File: config.mk
export PLATFORM = sky130hd
export DESIGN_NAME = pm4_packet_stream_parser_flat
export DESIGN_NICKNAME = d
export VERILOG_FILES = /design/src/rtl/pps_pkg.sv /design/src/rtl/pps_in_if.sv /design/src/rtl/pps_out_if.sv /design/src/rtl/pm4_packet_stream_parser.sv /design/src/flat_wrapper.sv
export SDC_FILE = /design/constraint.sdc
export NUM_CORES = 1
export LEC_CHECK = 0
export BUFFER_PORTS_ARGS = -buffer_cell sky130_fd_sc_hd__buf_2
export CORE_MARGIN = 2
export CORE_UTILIZATION = 45
export CTS_CLUSTER_DIAMETER = 60
export CTS_CLUSTER_SIZE = 12
export DETAILED_ROUTE_END_ITERATION = 8
export PLACE_DENSITY = 0.69
export SLEW_MARGIN = 10
export SYNTH_ARGS = -nofsm -noshare
export SYNTH_HDL_FRONTEND = slang
export SYNTH_SLANG_ARGS = --single-unit
File: constraint.sdc
create_clock -name i_clk -period 4.81 [get_ports i_clk]
set_input_delay 0.962 -clock i_clk [delete_from_list [all_inputs] [get_ports i_clk]]
set_output_delay 0.962 -clock i_clk [all_outputs]
set_load 0.005 [all_outputs]
File: src/rtl/pps_pkg.sv
`default_nettype none

package pps_pkg;

    localparam logic [1:0] KIND_TYPE3  = 2'd0;
    localparam logic [1:0] KIND_REGWR  = 2'd1;
    localparam logic [1:0] KIND_FILLER = 2'd2;
    localparam logic [1:0] KIND_BODY   = 2'd3;

    localparam logic [1:0] PKT_TYPE2 = 2'd2;
    localparam logic [1:0] PKT_TYPE3 = 2'd3;

    localparam logic [31:0] SENT_DEAD  = 32'hDEADBEEF;
    localparam logic [31:0] SENT_ONES  = 32'hFFFFFFFF;
    localparam logic [31:0] SENT_F8FF  = 32'hFFFFF8FF;
    localparam logic [31:0] SENT_SEVEN = 32'h77777777;
    localparam logic [31:0] SENT_ZERO  = 32'h00000000;

    localparam logic [6:0]  OPC_NOP       = 7'h7F;
    localparam logic [14:0] MAX_T3_COUNT  = 15'h4000;
    localparam logic [14:0] MAX_REG_COUNT = 15'd256;
    localparam logic [15:0] MAX_REG_BASE  = 16'hC000;
    localparam logic [31:0] WORD_BYTES    = 32'd4;

    typedef struct packed {
        logic [31:0] word;
        logic        first_in_range;
        logic        last_in_range;
        logic [31:0] range_base_addr;
    } t_in_item;

    typedef struct packed {
        logic [1:0]  kind;
        logic [6:0]  opcode;
        logic [14:0] length;
        logic        predicate;
        logic [15:0] first_reg;
        logic [31:0] value;
        logic [31:0] packet_addr;
        logic        last_of_packet;
        logic        truncated;
    } t_out_item;

    function automatic logic [31:0] swap32(input logic [31:0] x);
        return {x[7:0], x[15:8], x[23:16], x[31:24]};
    endfunction

endpackage

`default_nettype wire

File: src/rtl/pps_in_if.sv
`default_nettype none

interface pps_in_if;
    logic              valid;
    logic              ready;
    pps_pkg::t_in_item data;

    modport source (output valid, output data, input ready);
    modport sink (input valid, input data, output ready);
endinterface

`default_nettype wire

File: src/rtl/pps_out_if.sv
`default_nettype none

interface pps_out_if;
    logic               valid;
    logic               ready;
    pps_pkg::t_out_item data;

    modport source (output valid, output data, input ready);
    modport sink (input valid, input data, output ready);
endinterface

`default_nettype wire

File: src/rtl/pm4_packet_stream_parser.sv
`default_nettype none
// An accepted word is held in the input register; its result is then registered in
// the output register. Throughput: one word per cycle while the sink is ready; the
// body counter and address update are computed combinationally from the input register.
// Both registers forward as soon as the next stage frees, so words stream without gaps.
// Reset (i_rst_n low, synchronous) empties both stages and clears the body count
// and both address registers to zero.
module pm4_packet_stream_parser (
    input  wire  i_clk,
    input  wire  i_rst_n,
    pps_in_if.sink    i_in,
    pps_out_if.source o_out
);
    import pps_pkg::*;

    logic        r_in_valid;
    t_in_item    r_in;
    logic        r_out_valid;
    t_out_item   r_out;
    logic [14:0] r_words_left;
    logic [31:0] r_packet_addr;
    logic [31:0] r_next_addr;

    logic        advance;
    t_out_item   n_out;
    logic [14:0] n_words_left;
    logic [31:0] n_packet_addr;
    logic [31:0] n_next_addr;

    logic [31:0] w;
    logic [14:0] wl_cur;
    logic [31:0] addr;
    logic [14:0] cnt;
    logic        sentinel;

    assign advance     = r_in_valid && (!r_out_valid || o_out.ready);
    assign i_in.ready  = !r_in_valid || advance;
    assign o_out.valid = r_out_valid;
    assign o_out.data  = r_out;

    always_comb begin
        w        = swap32(r_in.word);
        wl_cur   = r_in.first_in_range ? 15'd0 : r_words_left;
        addr     = r_in.first_in_range ? r_in.range_base_addr : r_next_addr;
        cnt      = {1'b0, w[29:16]} + 15'd1;
        sentinel = (w == SENT_DEAD) || (w == SENT_ONES) || (w == SENT_F8FF) ||
                   (w == SENT_SEVEN) || (w == SENT_ZERO);

        n_next_addr   = addr + WORD_BYTES;
        n_packet_addr = r_packet_addr;
        n_words_left  = wl_cur;

        n_out                = '0;
        n_out.kind           = KIND_FILLER;
        n_out.value          = w;
        n_out.last_of_packet = 1'b1;

        if (wl_cur != 15'd0) begin
            n_out.kind           = KIND_BODY;
            n_words_left         = wl_cur - 15'd1;
            n_out.last_of_packet = (n_words_left == 15'd0);
        end else begin
            n_packet_addr = addr;
            if (sentinel) begin
                n_out.kind = KIND_FILLER;
            end else if (w[31:30] == PKT_TYPE3) begin
                if (w[14:8] != OPC_NOP && cnt <= MAX_T3_COUNT) begin
                    n_out.kind           = KIND_TYPE3;
                    n_out.opcode         = w[14:8];
                    n_out.length         = cnt;
                    n_out.predicate      = w[0];
                    n_words_left         = cnt;
                    n_out.last_of_packet = 1'b0;
                end
            end else if (w[31:30] == PKT_TYPE2) begin
                n_out.kind = KIND_FILLER;
            end else begin
                if (cnt <= MAX_REG_COUNT && w[15:0] <= MAX_REG_BASE) begin
                    n_out.kind           = KIND_REGWR;
                    n_out.length         = cnt;
                    n_out.first_reg      = w[15:0];
                    n_words_left         = cnt;
                    n_out.last_of_packet = 1'b0;
                end
            end
        end

        if (r_in.last_in_range && n_words_left != 15'd0) begin
            n_out.truncated      = 1'b1;
            n_out.last_of_packet = 1'b1;
            n_words_left         = 15'd0;
        end

        n_out.packet_addr = n_packet_addr;
    end

    always_ff @(posedge i_clk) begin
        if (!i_rst_n) begin
            r_in_valid    <= 1'b0;
            r_out_valid   <= 1'b0;
            r_words_left  <= 15'd0;
            r_packet_addr <= 32'd0;
            r_next_addr   <= 32'd0;
        end else begin
            if (i_in.ready) begin
                r_in_valid <= i_in.valid;
            end
            if (advance) begin
                r_out_valid   <= 1'b1;
                r_words_left  <= n_words_left;
                r_packet_addr <= n_packet_addr;
                r_next_addr   <= n_next_addr;
            end else if (o_out.ready) begin
                r_out_valid <= 1'b0;
            end
        end
    end

    always_ff @(posedge i_clk) begin
        if (i_in.valid && i_in.ready) begin
            r_in <= i_in.data;
        end
        if (advance) begin
            r_out <= n_out;
        end
    end

    a_body_while_owed: assert property (@(posedge i_clk) disable iff (!i_rst_n)
        advance && !r_in.first_in_range && r_words_left != 15'd0
        |=> r_out.kind == KIND_BODY)
        else $error("word owed to a packet body was not reported as body");

    a_range_end_clears: assert property (@(posedge i_clk) disable iff (!i_rst_n)
        advance && r_in.last_in_range |=> r_words_left == 15'd0)
        else $error("body count survived the end of a range");

    a_trunc_ends_packet: assert property (@(posedge i_clk) disable iff (!i_rst_n)
        r_out_valid && r_out.truncated |-> r_out.last_of_packet)
        else $error("truncated word does not close its packet");

    a_addr_step: assert property (@(posedge i_clk) disable iff (!i_rst_n)
        advance && !r_in.first_in_range |=> r_next_addr == $past(r_next_addr) + WORD_BYTES)
        else $error("word address did not advance by one word");

    a_open_packet_count: assert property (@(posedge i_clk) disable iff (!i_rst_n)
        advance && (n_out.kind == KIND_TYPE3 || n_out.kind == KIND_REGWR)
        && !n_out.truncated |=> r_words_left == r_out.length)
        else $error("header length and body count disagree");

endmodule

`default_nettype wire

File: src/flat_wrapper.sv
// flat-port wrapper written by rule: the top's interface ports become plain ports
module pm4_packet_stream_parser_flat import pps_pkg::*;
  (i_clk, i_rst_n, i_in_valid, i_in_data, i_in_ready, o_out_valid, o_out_data, o_out_ready);
  pps_in_if i_in_i ();
  pps_out_if o_out_i ();
  input  wire i_clk;
  input  wire i_rst_n;
  input wire logic [$bits(i_in_i.valid)-1:0] i_in_valid;
  input wire logic [$bits(i_in_i.data)-1:0] i_in_data;
  output wire logic [$bits(i_in_i.ready)-1:0] i_in_ready;
  output wire logic [$bits(o_out_i.valid)-1:0] o_out_valid;
  output wire logic [$bits(o_out_i.data)-1:0] o_out_data;
  input wire logic [$bits(o_out_i.ready)-1:0] o_out_ready;
  assign i_in_i.valid = i_in_valid;
  assign i_in_i.data = i_in_data;
  assign i_in_ready = i_in_i.ready;
  assign o_out_valid = o_out_i.valid;
  assign o_out_data = o_out_i.data;
  assign o_out_i.ready = o_out_ready;
  pm4_packet_stream_parser u_core (.i_clk(i_clk), .i_rst_n(i_rst_n), .i_in(i_in_i), .o_out(o_out_i));
endmodule
# --- Word-level counts from Yosys, hierarchy flattened ---
# Index checks and enable logic that the tools add are counted.
word_totals:
  ff_bits: 254
  output_inout_bits: 109
  elab_cells: 83
classes:
  n_eq_ne: 7
  n_reduce_logical: 21
  order_cmp: 3
  muxes: 27
  bitwise_logic: 3
  addsub: 3
ops:
  columns: ["op", "n"]
  rows:
  - ["$mux 15", 11]
  - ["$eq 32x32->1 const B", 3]
  - ["$mux 32", 2]
  - ["$add 32x3->32 const B", 1]
  - ["$eq 32x31->1 const B", 1]
  - ["$logic_not 32->1", 1]
  - ["$reduce_bool 15->1", 2]
  - ["$mux 25", 1]
  - ["$le 16x16->1 const B", 1]
  - ["$add 14x1->15 const B", 1]
  - ["$le 15x15->1 const B", 1]
  - ["$le 15x9->1 const B", 1]
  - ["$logic_not 15->1", 1]
  - ["$sub 15x1->15 const B", 1]
  - ["$mux 1", 10]
  - ["$ne 7x7->1 const B", 1]
  - ["$logic_or 1x1->1", 6]
  - ["$mux 2", 3]
  - ["$logic_and 1x1->1", 5]
  - ["$reduce_or 5->1", 1]
  - ["$eq 2x2->1 const B", 2]
  - ["$reduce_or 4->1", 1]
  - ["$not 1->1", 3]
  - ["$logic_not 1->1", 2]
  - ["other kinds (2)", 2]

# --- Depth between registers and ports, before layout ---
# Gate-level depths: netlist (run 1).
logic_depth:
  word_depth: 11
  depth_mapped: 17
  mapped_depth_nobuf: 12

# --- Worst setup path after synthesis (run 1) ---
# No wires, ideal clock.
synth_timing:
  path_kind: "input -> register"
  startpoint: "in o_out_ready"
  endpoint: "reg u_core.r_out (netlist bit u_core.o_out.data[0]), enable pin"
  setup_slack_ns: -0.402
  n_path_buf: 3
  setup_time_ns: 0.513
  t_arrival_ns: 4.699
  cell_stages: 6
  path_cell_list: "nor2b_1 > nand2b_1 > clkbuf_1 > inv_1 > clkbuf_1 > clkbuf_1"
synth_via:
  elab_chain_cells: 2
synth_rtl:
  columns: ["item", "line_no", "source"]
  rows:
  - ["start: declaration", "flat_wrapper.sv:13", "input wire logic [$bits(o_out_i.ready)-1:0] o_out_ready;"]
  - ["$logic_or 1x1->1", "pm4_packet_stream_parser.sv:36", "assign advance = r_in_valid && (!r_out_valid || o_out.ready);"]
  - ["$logic_and 1x1->1", "pm4_packet_stream_parser.sv:36", null]
  - ["named net u_core.advance", "pm4_packet_stream_parser.sv:24", "logic advance;"]
  - ["end signal: assignment", "pm4_packet_stream_parser.sv:124", "r_out <= n_out;"]
  - ["end: declaration", "pm4_packet_stream_parser.sv:19", "t_out_item r_out;"]
# The timed path passes the listed nets, and every way through them passes these cells.
# A chain may end at the register's enable or synchronous reset.

# --- Final worst setup path (run 1) ---
layout_timing:
  startpoint: "reg u_core.r_in (netlist bit u_core.n_out[50])"
  endpoint: "reg u_core.r_out (netlist bit u_core.o_out.data[1]), data pin"
layout_via:
  elab_chain_cells: 10
layout_rtl:
  columns: ["item", "line_no", "source"]
  rows:
  - ["start: declaration", "pm4_packet_stream_parser.sv:17", "t_in_item r_in;"]
  - ["start signal: assignment", "pm4_packet_stream_parser.sv:121", "r_in <= i_in.data;"]
  - ["$add 14x1->15", "pm4_packet_stream_parser.sv:45", "cnt = {1'b0, w[29:16]} + 15'd1;"]
  - ["$le 15x9->1", "pm4_packet_stream_parser.sv:78", "if (cnt <= MAX_REG_COUNT && w[15:0] <= MAX_REG_BASE) begin"]
  - ["$logic_and 1x1->1", "pm4_packet_stream_parser.sv:78", null]
  - ["$mux 15", "pm4_packet_stream_parser.sv:78", null]
  - ["$mux 15", "pm4_packet_stream_parser.sv:75", "end else if (w[31:30] == PKT_TYPE2) begin"]
  - ["$mux 15", "pm4_packet_stream_parser.sv:66", "end else if (w[31:30] == PKT_TYPE3) begin"]
  - ["$mux 15", "pm4_packet_stream_parser.sv:64", "if (sentinel) begin"]
  - ["$mux 15", "pm4_packet_stream_parser.sv:58", "if (wl_cur != 15'd0) begin"]
  - ["$reduce_bool 15->1", "pm4_packet_stream_parser.sv:88", "if (r_in.last_in_range && n_words_left != 15'd0) begin"]
  - ["$logic_and 1x1->1", "pm4_packet_stream_parser.sv:88", null]
# Several ways; a longest one is shown, not always the timed one.

==> impl_results.md, run 1 <==
- RSZ-0062 raised after global routing: no
- Top-count cell post-synth: edfxtp_1
- Ant diodes: 0
- Cell Area, Placed: 0.0126 mm²
- Fin area: 0.0135 mm²
- Startpoint Class: flip-flop
- Rel. slew slack: 0.297
- Max-cap violations: 0
- Drt pass-1 iters: 7
- Post-synth ARST share: 0
- Root Driver: clkbuf_16
- Io pins: 179
- Nets: 1276
- Post-Syn Area: 0.0116 mm²
- Layout Cells excl Fill: 1548
- Skew-Pair Late Insertion Delay: 0.53 ns
- CP max stage cell: nor4_2
- First-pass GRT wire length: 43.1 mm
- Pre-CTS WS: 1.01 ns
- First-iteration detailed-routing DRC count: 663
- Most used DFF post-synth: edfxtp_1
- Share of cells above drive strength 1: 0.212
- Gates resized, CTS repair: 0
- Top cell family by delay on the critical path: simple AND/OR/NAND/NOR gates
- Synth area leaders: edfxtp_1, dfxtp_1, mux2i_1
- Worst path cell trace: ha_1, and4_1, nand2b_1, xnor2_1, o41a_1, nor4_2, nor2_2, and3_1, a31oi_1, a31oi_1
- Fillers: 2250
- Number of post-CTS setup repair buffers: 0
- Die width: 164 µm
- Largest net degree at the start of global routing: 105
- Crit path arrival time: 4.14 ns
- DRT Wirelength: 27.8 mm
- Number of synthesized flops with an enable pin: 173
- CTS buffer count: 26
- All-Layer GR Usage: 0.202
- Cell mode on critical path: a31oi_1
- Yosys Warn Count: 0
- Setup Viol. Count Final: 0
- Core area: 0.0252 mm²
- Final setup margin: 0.940 ns
- Buf/Inv on CP: 0
- GRT overflow: 0
- Flops & latches, synth: 254
- Status: finished clean
- H-tree depth: 1
- Via count: 8574
- Distinct cells, synth: 80
- Row count: 58
- Clk slew on worst S/H paths: 0.06 ns
- Worst vdd ir: 0.269 mV
- F_max: 258 MHz
- Final Max Slew Viols: 0
- Remaining DRCs: 0
- Avg Vias per Cell: 5.54
- Layout area overhead: 16.4%
- Initial antenna violation count: 1
- GP Congestion: 0.879
- Multi-input gate area: 0.00437 mm²
- CP Class: flip-flop to flip-flop
- Top-area cell type share of the netlist area: 0.449
- Worst-margin pin slew: 1.05 ns
- Setup crit end kind: flip-flop
- Final period utilization: 0.805
- Reg area: 0.00682 mm²
- Mapped Nets: 1124
- Wire per inst: 17.9 µm
- Final Hold Vio Count: 0
- Leak: 4.96 nW
- Post-synth top cells: edfxtp_1, nand2_1, nor2_1
- Sum Neg Setup Slack: 0 ns
- ANT nets after route: 0
- CTS Buffer Depth: 3
- Starting Density: 0.459
- Post-synthesis cell count: 1047
- Die area: 0.0270 mm²
- Avg Cell Area, Syn: 11.0 µm²
- Die Span Y: 164 µm
- Dpl hpwl: 18.6 mm
- Cts hold-fix bufs: 0
- Port Buffers: 178
- Number of global-route vias before repair: 7955
- CP max stage delay: 0.59 ns
- Placed cells: 1501
- CP Data Required Time: 5.08 ns
- Worst clock skew: 0.0105 ns
- Cell taking the most area after synthesis: edfxtp_1
- TritonCTS clock tree: yes
- Hold Path Class: flip-flop to flip-flop
- Register area share after synthesis: 0.589
- Minimum clock period: 3.87 ns
- Pwr Density: 374 mW/mm²
- Max FO, Critical Path: 14
- Clock Sinks: 254
[kinds of logic (layout without fill, tap and decap cells)]
family                     after synthesis  in the layout  share of synthesized area
xor gates and xnor gates                35             35                     0.0265
AOI/OAI and AO/OA                      193            193                      0.108
muxes                                   64             64                     0.0557
DFF                                    254            254                      0.589
adders and majority gates                7              7                    0.00757
buffers and inverters                   82            253                     0.0331
and+or+nand+nor                        412            412                      0.180
[where the power goes]
part | total, W | switching (W) | internal (W)
registers | 0.00254 | 0.0000792 | 0.00246
clock network | 0.00195 | 0.000809 | 0.00114
logic | 0.000543 | 0.000342 | 0.000201
[per-layer routing]
layer / GRT usage / vias to the layer above / part of all wire
li1: - / 4136 / -
met3: 0.0336 / 38 / 0.057
met2: 0.322 / 276 / 0.47
met5: 0 / - / 0.00047
met1: 0.287 / 4122 / 0.45
met4: 0.0518 / 2 / 0.018
[flip-flops by register name (all words and copies together) (netlist names)]
register / count
u_core.r_in: 34
u_core.r_next_addr: 32
u_core.r_packet_addr: 32
u_core.r_words_left: 15
u_core.o_out.valid: 1
u_core.r_in_valid: 1
u_core.n_out: 32
u_core.o_out.data: 107
[worst register-to-register path, delay by kind of cell (launching register included)]
| family | cells | cell delay, ns |
|---|---|---|
| AND/OR/NAND/NOR | 5 | 1.66 |
| flip-flops | 1 | 0.56 |
| AO/OA/AOI/OAI | 3 | 0.80 |
| XOR/XNOR | 1 | 0.20 |
| adder cells (fa/ha/maj) | 1 | 0.39 |
[layout make-up]
class	count	share of cell area
clock buffers	44	0.0572
clock inverters	3	0.00335
inverters	19	0.00567
multi-input cells	711	0.325
flip-flops and latches	254	0.506
well taps	330	0.0307
repair buffers	187	0.0721
[cell usage in the layout, fill, tap and decap left out, drive strengths merged, types with 13 or more instances in the layout]
cell,instances
nand4,18
nor4,13
o21ai,62
nand3,36
buf,187
and2,32
edfxtp,173
xor2,14
nor2,95
a21oi,52
mux2i,61
dfxtp,81
nor3,15
xnor2,21
nand2,133
inv,21
clkbuf,44
[worst paths after layout]
| kind | from | end | slack [ns] | cells after the start |
|---|---|---|---|---|
| worst max register to register | u_core.n_out[50] | u_core.o_out.data[1] | 0.94 | 10 |
| worst max-delay path | u_core.n_out[50] | u_core.o_out.data[1] | 0.94 | 10 |
| worst min-delay path | u_core.r_next_addr[26] | u_core.r_next_addr[26] | 0.45 | 2 |
| worst min register to register | u_core.r_next_addr[26] | u_core.r_next_addr[26] | 0.45 | 2 |
[through the flow]
stage          total power [W]   util  hold WS, ns
2_1_floorplan          0.00294      -        0.421
3_3_place_gp           0.00312  0.502        0.438
3_5_place_dp           0.00313  0.502        0.444
4_1_cts                0.00508  0.535        0.453
5_1_grt                0.00524  0.535        0.470
6_report               0.00503  0.535        0.451
Power figures use the tool's default switching activity.
==> run 2: changes to the inputs <==
PLACE_DENSITY = 0.67   (was 0.69)
clock period = 3.8 ns   (was 4.81 ns; I/O delays follow)
==> run 2 against run 1 <==
Compared with the run above:
- final cell count grew 1.3%
- clock-buffer cell count shrank 1
- cell area grew 1.5%
- highest routed layer is now met4
- wire length grew 1.1%
- maximum frequency grew 10%
- setup slack lost 0.65 ns
- via count is essentially flat
- combinational power grew 32%
- first-iteration DRC count grew 24%
- largest power group unchanged
==> impl_results.md, run 2 (synthesized netlist as in run 1, its figures left out) <==
- Number of global-route vias before repair: 8191 (+3.0%)
- Share of cells above drive strength 1: 0.226 (+0.0137)
- Worst clock skew: 0.0153 ns (+0.00481 ns)
- Fillers: 2233 (-0.76%)
- RSZ-0062 raised after global routing: no
- Via count: 8566 (-0.093%)
- Die Span Y: 164 µm (unchanged)
- Setup Viol. Count Final: 0 (unchanged)
- Initial antenna violation count: 1 (unchanged)
- TritonCTS clock tree: yes
- CTS buffer count: 27 (+3.8%)
- Leak: 5.07 nW (+2.3%)
- Hold endpoint: u_core.r_in[17]
- CTS Buffer Depth: 3 (unchanged)
- Port Buffers: 178 (unchanged)
- Remaining DRCs: 0 (unchanged)
- R2r setup slk: 0.29 ns (-0.65 ns)
- Hold Slack: 0.396 ns (-0.0557 ns)
- Placed cells: 1518 (+1.1%)
- Cts hold-fix bufs: 0 (unchanged)
- Nets: 1294 (+1.4%)
- CP max stage cell: edfxtp_1
- GRT overflow: 0 (unchanged)
- Buf/Inv on CP: 0 (unchanged)
- F_max: 285 MHz (+10%)
- Hold Path Class: primary input to flip-flop
- Row count: 58 (unchanged)
- CP Data Required Time: 4.07 ns (-1.01 ns)
- Max FO, Critical Path: 9 (-5)
- Layout area overhead: 18.2%
- Minimum clock period: 3.51 ns (-0.360 ns)
- Avg Vias per Cell: 5.46 (-1.4%)
- CP Class: flip-flop to flip-flop
- Hold Crit Start: i_in_data[17]
- Worst-margin pin slew: 0.987 ns (-0.0664 ns)
- Top cell family by delay on the critical path: simple AND/OR/NAND/NOR gates
- Layout Cells excl Fill: 1568 (+1.3%)
- Clk slew on worst S/H paths: 0.06 ns (about the same)
- R2R depth: 10 (unchanged)
- Final core occ: 0.543 (+0.00810)
- Root Driver: clkbuf_16
- All-Layer GR Usage: 0.206 (+0.00378)
- GP Congestion: 0.908 (+3.2%)
- DRT Wirelength: 28.1 mm (+1.1%)
- Die width: 164 µm (unchanged)
- Crit path arrival time: 3.78 ns (-0.36 ns)
- First-pass GRT wire length: 43.9 mm (+1.8%)
- Sum Neg Setup Slack: 0 ns (unchanged)
- Status: finished clean
- Wire per inst: 17.9 µm (-0.18%)
- Largest net degree at the start of global routing: 73 (-30%)
- Worst vdd ir: 0.294 mV (+9.0%)
- CP max stage delay: 0.52 ns (-0.07 ns)
- Number of post-CTS setup repair buffers: 0 (unchanged)
- Die area: 0.0270 mm² (unchanged)
- Rel. slew slack: 0.342 (+0.0453)
- Setup crit end kind: flip-flop
- Startpoint Class: flip-flop
- Drt pass-1 iters: 5 (-2)
- FF-to-FF Start: u_core.n_out[51]
- Commonest non-fill, non-tap cell in the layout: buf_2
- Starting Density: 0.459 (unchanged)
- Final Max Slew Viols: 0 (unchanged)
- Final Hold Vio Count: 0 (unchanged)
- Pwr Density: 475 mW/mm² (+27%)
- Final period utilization: 0.924 (+0.119)
- ANT nets after route: 0 (unchanged)
- Io pins: 179 (unchanged)
- Worst path cell trace: ha_1, and4_1, nand2b_1, xnor2_1, or3_1, or4_4, a32oi_2, a221oi_2, nor4_2, a31oi_1
- Skew-Pair Late Insertion Delay: 0.53 ns (about the same)
- Dpl hpwl: 19.0 mm (+2.4%)
- R2R Path End: u_core.o_out.data[0]
- H-tree depth: 1 (unchanged)
- Most frequent cells in the layout: buf_2, edfxtp_1, nand2_1
- Core area: 0.0252 mm² (unchanged)
- Hold depth: 1 (-1)
- Max-cap violations: 0 (unchanged)
- Clock Sinks: 254 (unchanged)
- First-iteration detailed-routing DRC count: 821 (+24%)
- Max reg flops: 107 (unchanged)
-- run 2: cell count changes in the layout (fill, tap and decap cells not counted), sizes merged --
| cell | delta |
|---|---|
| clkinv | +4 |
| diode | +1 |
| bufinv | +1 |
| inv | -2 |
| clkbuf | -1 |
| buf | +17 |
-- run 2: repair_timing --
item / CTS / global route
setup endpoints to repair: 0 / 6
endpoints found under the hold margin: 0 / 0
gates resized for setup: 0 / 2
-- run 2: worst max-delay path by stage --
stage | slack (ns) | start | cells past startpoint | end
6_report | 0.29 | u_core.n_out[51] | 10 | u_core.o_out.data[0]
5_1_grt | 0.03 | u_core.r_in[33] | 11 | u_core.r_next_addr[28]
4_1_cts | 0.14 | u_core.n_out[51] | 10 | u_core.o_out.data[1]
3_5_place_dp | 0.14 | u_core.n_out[51] | 10 | u_core.o_out.data[1]
3_3_place_gp | 0.25 | u_core.n_out[51] | 10 | u_core.o_out.data[1]
2_1_floorplan | 0.06 | u_core.r_in[33] | 17 | u_core.r_next_addr[28]
-- run 2: per-stage QoR --
step	setup slack [ns]	instance area (µm²)	power, W
finish	0.289	13700	0.00649
CTS	0.144	13700	0.00655
detailed placement	0.139	12800	0.00398
global route	0.0350	13700	0.00676
global placement	0.248	12800	0.00397
floorplan	0.0571	11600	0.00372
-- run 2: report_power, final --
part | leakage (nW) | switching [W] | internal, W
combinational | 2.32 | 0.000445 | 0.000270
clock | 0.413 | 0.00106 | 0.00152
sequential | 2.33 | 0.0000916 | 0.00312
-- run 2: worst register-to-register path: stages (launching register included) --
cell      delay [ns]
edfxtp_1        0.52
ha_1            0.41
and4_1          0.34
nand2b_1        0.09
xnor2_1         0.21
or3_1           0.42
or4_4           0.43
a32oi_2         0.26
a221oi_2        0.11
nor4_2          0.32
a31oi_1         0.14
-- run 2: layer usage --
metal  vias up  wire length [µm]  track usage
li1       4179                 -            -
met1      4117             12600        0.289
met2       235             13400        0.334
met3        35              1600       0.0306
met4         0               484       0.0558
met5         -                 0            0
-- run 2: cell type report --
class | count | area (µm²) | share of cell area
clock buffers | 43 | 767 | 0.0561
clock inverters | 6 | 87.6 | 0.00641
repair buffers | 204 | 1120 | 0.0822
well taps | 330 | 413 | 0.0302
flip-flops and latches | 254 | 6820 | 0.499
multi-input cells | 711 | 4380 | 0.321
diodes | 1 | 2.50 | 0.000183
inverters | 19 | 76.3 | 0.00558
==> run 3: changes to the inputs <==
ABC_AREA = 1   (was unset)
PLACE_DENSITY = 0.66   (was 0.67)
==> run 3 against run 2 <==
Compared with the run above:
- the flow now finishes with violations (DRC)
- first-iteration DRC count decreased by 8.5%
- area after synthesis rose by 3.8%
- die area grew 3.7%
- critical endpoint is now u_core.r_words_left[2]
- largest power group unchanged
==> impl_results.md, run 3 <==
- Status: finished with violations
- Violated checks: DRC
- Startpoint Class: flip-flop
- All-Layer GR Usage: 0.215 (+0.00912)
- Flops & latches, synth: 254 (unchanged)
- R2R Path End: u_core.r_words_left[2]
- CP max stage delay: 0.36 ns (-0.16 ns)
- Mapped Nets: 1425 (+27%)
- Skew-Pair Late Insertion Delay: 0.54 ns (about the same)
- Critical Path Stages: 20 (+10)
- Nets: 1599 (+24%)
- Cell taking the most area after synthesis: edfxtp_1
- Initial antenna violation count: 0 (-1)
- Max FO, Critical Path: 17 (+8)
- Compound-Gate Fraction of Synth Area: 0.0923 (-0.0156)
- R2R depth: 20 (+10)
- Via count: 9589 (+12%)
- Io pins: 179 (unchanged)
- Synth area leaders: edfxtp_1, dfxtp_1, nor2_1
- Yosys Warn Count: 0 (unchanged)
- Max-cap violations: 0 (unchanged)
- Avg Cell Area, Syn: 8.91 µm² (-19%)
- First-pass GRT wire length: 48.5 mm (+11%)
- Sum Neg Setup Slack: 0 ns (unchanged)
- Ant diodes: 0 (-1)
- DRT Wirelength: 30.4 mm (+8.3%)
- GRT overflow: 0 (unchanged)
- Top-area cell type share of the netlist area: 0.433 (-0.0166)
- RSZ-0062 raised after global routing: no
- Top cell family by delay on the critical path: simple AND/OR/NAND/NOR gates
- R2r setup slk: 0.42 ns (+0.13 ns)
- Cell Area, Placed: 0.0133 mm² (+3.5%)
- CP max stage cell: edfxtp_1
- Port Buffers: 178 (unchanged)
- Post-synth ARST share: 0 (unchanged)
- First-iteration detailed-routing DRC count: 751 (-8.5%)
- Worst vdd ir: 0.337 mV (+15%)
- Gates resized, CTS repair: 0 (unchanged)
- Setup Viol. Count Final: 0 (unchanged)
- Most frequent cells in the layout: nor2_1, inv_1, nand2_1
- Rel. slew slack: 0.466 (+0.124)
- Hold Path Class: primary input to flip-flop
- Worst path cell trace: inv_2, nand2_1, ha_1, nand3_2, nor2_4, nand2_1, nor2_4, nand3_2, nor2_1, nand3_4, nand2_4, nand2_1, o21ai_2, nor2_1, nand3_1, nor2_1, nand2_2, nand2_4, nand2_1, a21oi_1
- TritonCTS clock tree: yes
- Core area: 0.0261 mm² (+3.8%)
- Distinct cells, synth: 41 (-49%)
- Buf/Inv on CP: 1 (+1)
- Commonest non-fill, non-tap cell in the layout: nor2_1
- CP Class: flip-flop to flip-flop
- F_max: 296 MHz (+4.0%)
- CTS Buffer Depth: 3 (unchanged)
- Crit path to: u_core.r_words_left[2]
- Register area share after synthesis: 0.568 (-0.0218)
- Final period utilization: 0.888 (-0.0355)
- Remaining DRCs: 8 (+8)
- Largest net degree at the start of global routing: 55 (-25%)
- Hold Slack: 0.394 ns (-0.00185 ns)
- GP Congestion: 0.918 (+1.1%)
- Cell mode on critical path: nand2_1
- Post-synth top cells: nor2_1, inv_1, nand2_1
- FF-to-FF Start: u_core.r_in[33]
- Drt pass-1 iters: 7 (+2)
- Leak: 6.14 nW (+21%)
- Wire per inst: 16.2 µm (-9.6%)
- CP Data Required Time: 4.19 ns (+0.12 ns)
- Multiplexer share of the synthesized area: 0.000834 (-0.0549)
- Die Span Y: 167 µm (+1.9%)
- Fin area: 0.0141 mm² (+3.0%)
- Setup crit end kind: flip-flop
- Worst Setup SP: u_core.r_in[33]
- Share of cells above drive strength 1: 0.212 (-0.0135)
- Clk slew on worst S/H paths: 0.06 ns (about the same)
- Final Hold Vio Count: 0 (unchanged)
- Root Driver: clkbuf_16
- Main combinational cell family by area after synthesis: simple AND/OR/NAND/NOR gates
- Top-count cell post-synth: nor2_1
- Pwr Density: 474 mW/mm² (-0.13%)
- Number of synthesized flops with an enable pin: 173 (unchanged)
- Post-Syn Area: 0.0120 mm² (+3.8%)
- Post-Synth XOR/XNOR Area: 0.0270 (+0.000478)
- Worst-margin pin slew: 0.799 ns (-0.188 ns)
- Area share of fa/ha/maj cells after synthesis: 0.00729 (-0.000280)
- Post-synthesis cell count: 1348 (+29%)
- Clock Sinks: 254 (unchanged)
- Max reg flops: 107 (unchanged)
- Number of post-CTS setup repair buffers: 0 (unchanged)
- H-tree depth: 1 (unchanged)
- CTS buffer count: 27 (unchanged)
- Most used DFF post-synth: edfxtp_1
- Minimum clock period: 3.38 ns (-0.135 ns)
- Number of global-route vias before repair: 9196 (+12%)
- Simple-gate share of the synthesized area: 0.226 (+0.0459)
- Hold Crit Start: i_in_data[24]
- Layout area overhead: 17.2%
- Crit path arrival time: 3.76 ns (-0.02 ns)
- Die area: 0.0280 mm² (+3.7%)
- Fillers: 2403 (+7.6%)
- Starting Density: 0.460 (about the same)
- Avg Vias per Cell: 5.11 (-6.5%)
- ANT nets after route: 0 (unchanged)
- Worst clock skew: 0.0155 ns (+0.000210 ns)
- Final Max Slew Viols: 0 (unchanged)
- Dpl hpwl: 21.7 mm (+14%)
- Die width: 167 µm (+1.9%)
- Row count: 59 (+1.7%)
- Cts hold-fix bufs: 0 (unchanged)
-- run 3: cell types whose count changed after synthesis, sizes merged, moves of 32 or more --
cell / delta
nor2: +160
and2: -32
mux2i: -60
inv: +175
nand2: +69
o21ai: +81
-- run 3: area by class of cell --
class / instances / area [µm²] / area share
Inverter: 198 / 749 / 0.0532
Clock buffer: 43 / 746 / 0.0530
Multi-Input combinational cell: 850 / 4260 / 0.303
Tap cell: 335 / 419 / 0.0298
Clock inverter: 6 / 71.3 / 0.00507
Sequential cell: 254 / 6820 / 0.484
Timing Repair Buffer: 191 / 1010 / 0.0720
-- run 3: through the flow --
step	worst slack, ns	cells	total power (W)	utilization
after floorplan	0.629	1348	0.00393	-
after CTS	0.387	1877	0.00674	0.538
after global routing	0.0606	1877	0.00699	0.539
after global placement	0.534	1828	0.00424	0.507
final	0.424	1877	0.00668	0.539
after detailed placement	0.386	1828	0.00426	0.507
-- run 3: kinds of logic after synthesis --
| logic type | after synthesis |
|---|---|
| and+or+nand+nor | 601 |
| DFF | 254 |
| buffers and inverters | 244 |
| AOI/OAI and AO/OA | 204 |
| xor gates and xnor gates | 37 |
| adders and majority gates | 7 |
| muxes | 1 |
-- run 3: how the worst min path moves through the flow --
| stage | end | depth (start not counted) |
|---|---|---|
| 2_1_floorplan | u_core.o_out.data[56] | 0 |
| 3_3_place_gp | u_core.r_next_addr[0] | 2 |
| 4_1_cts | u_core.r_in[24] | 1 |
| 3_5_place_dp | u_core.r_next_addr[0] | 2 |
| 6_report | u_core.r_in[24] | 1 |
| 5_1_grt | u_core.r_in[23] | 1 |
-- run 3: routing by layer --
layer	vias to the layer above	GRT usage	part of all wire
li1	4740	-	-
met1	4490	0.287	0.43
met4	0	0.0620	0.023
met2	305	0.366	0.48
met5	-	0	0
met3	54	0.0319	0.060
-- run 3: worst register-to-register path: stages (launching register included) --
cell and delay [ns]:
edfxtp_1 0.36, inv_2 0.12, nand2_1 0.18, ha_1 0.26, nand3_2 0.14, nor2_4 0.13
nand2_1 0.11, nor2_4 0.28, nand3_2 0.21, nor2_1 0.22, nand3_4 0.22, nand2_4 0.20
nand2_1 0.11, o21ai_2 0.09, nor2_1 0.06, nand3_1 0.06, nor2_1 0.05, nand2_2 0.08
nand2_4 0.15, nand2_1 0.13, a21oi_1 0.06
-- run 3: power by group --
group | leakage [nW] | internal [W] | switching, W | total, W
combinational | 3.43 | 0.000306 | 0.000651 | 0.000957
sequential | 2.32 | 0.00316 | 0.0000874 | 0.00325
clock | 0.391 | 0.00142 | 0.00105 | 0.00247
total | 6.14 | 0.00489 | 0.00179 | 0.00668
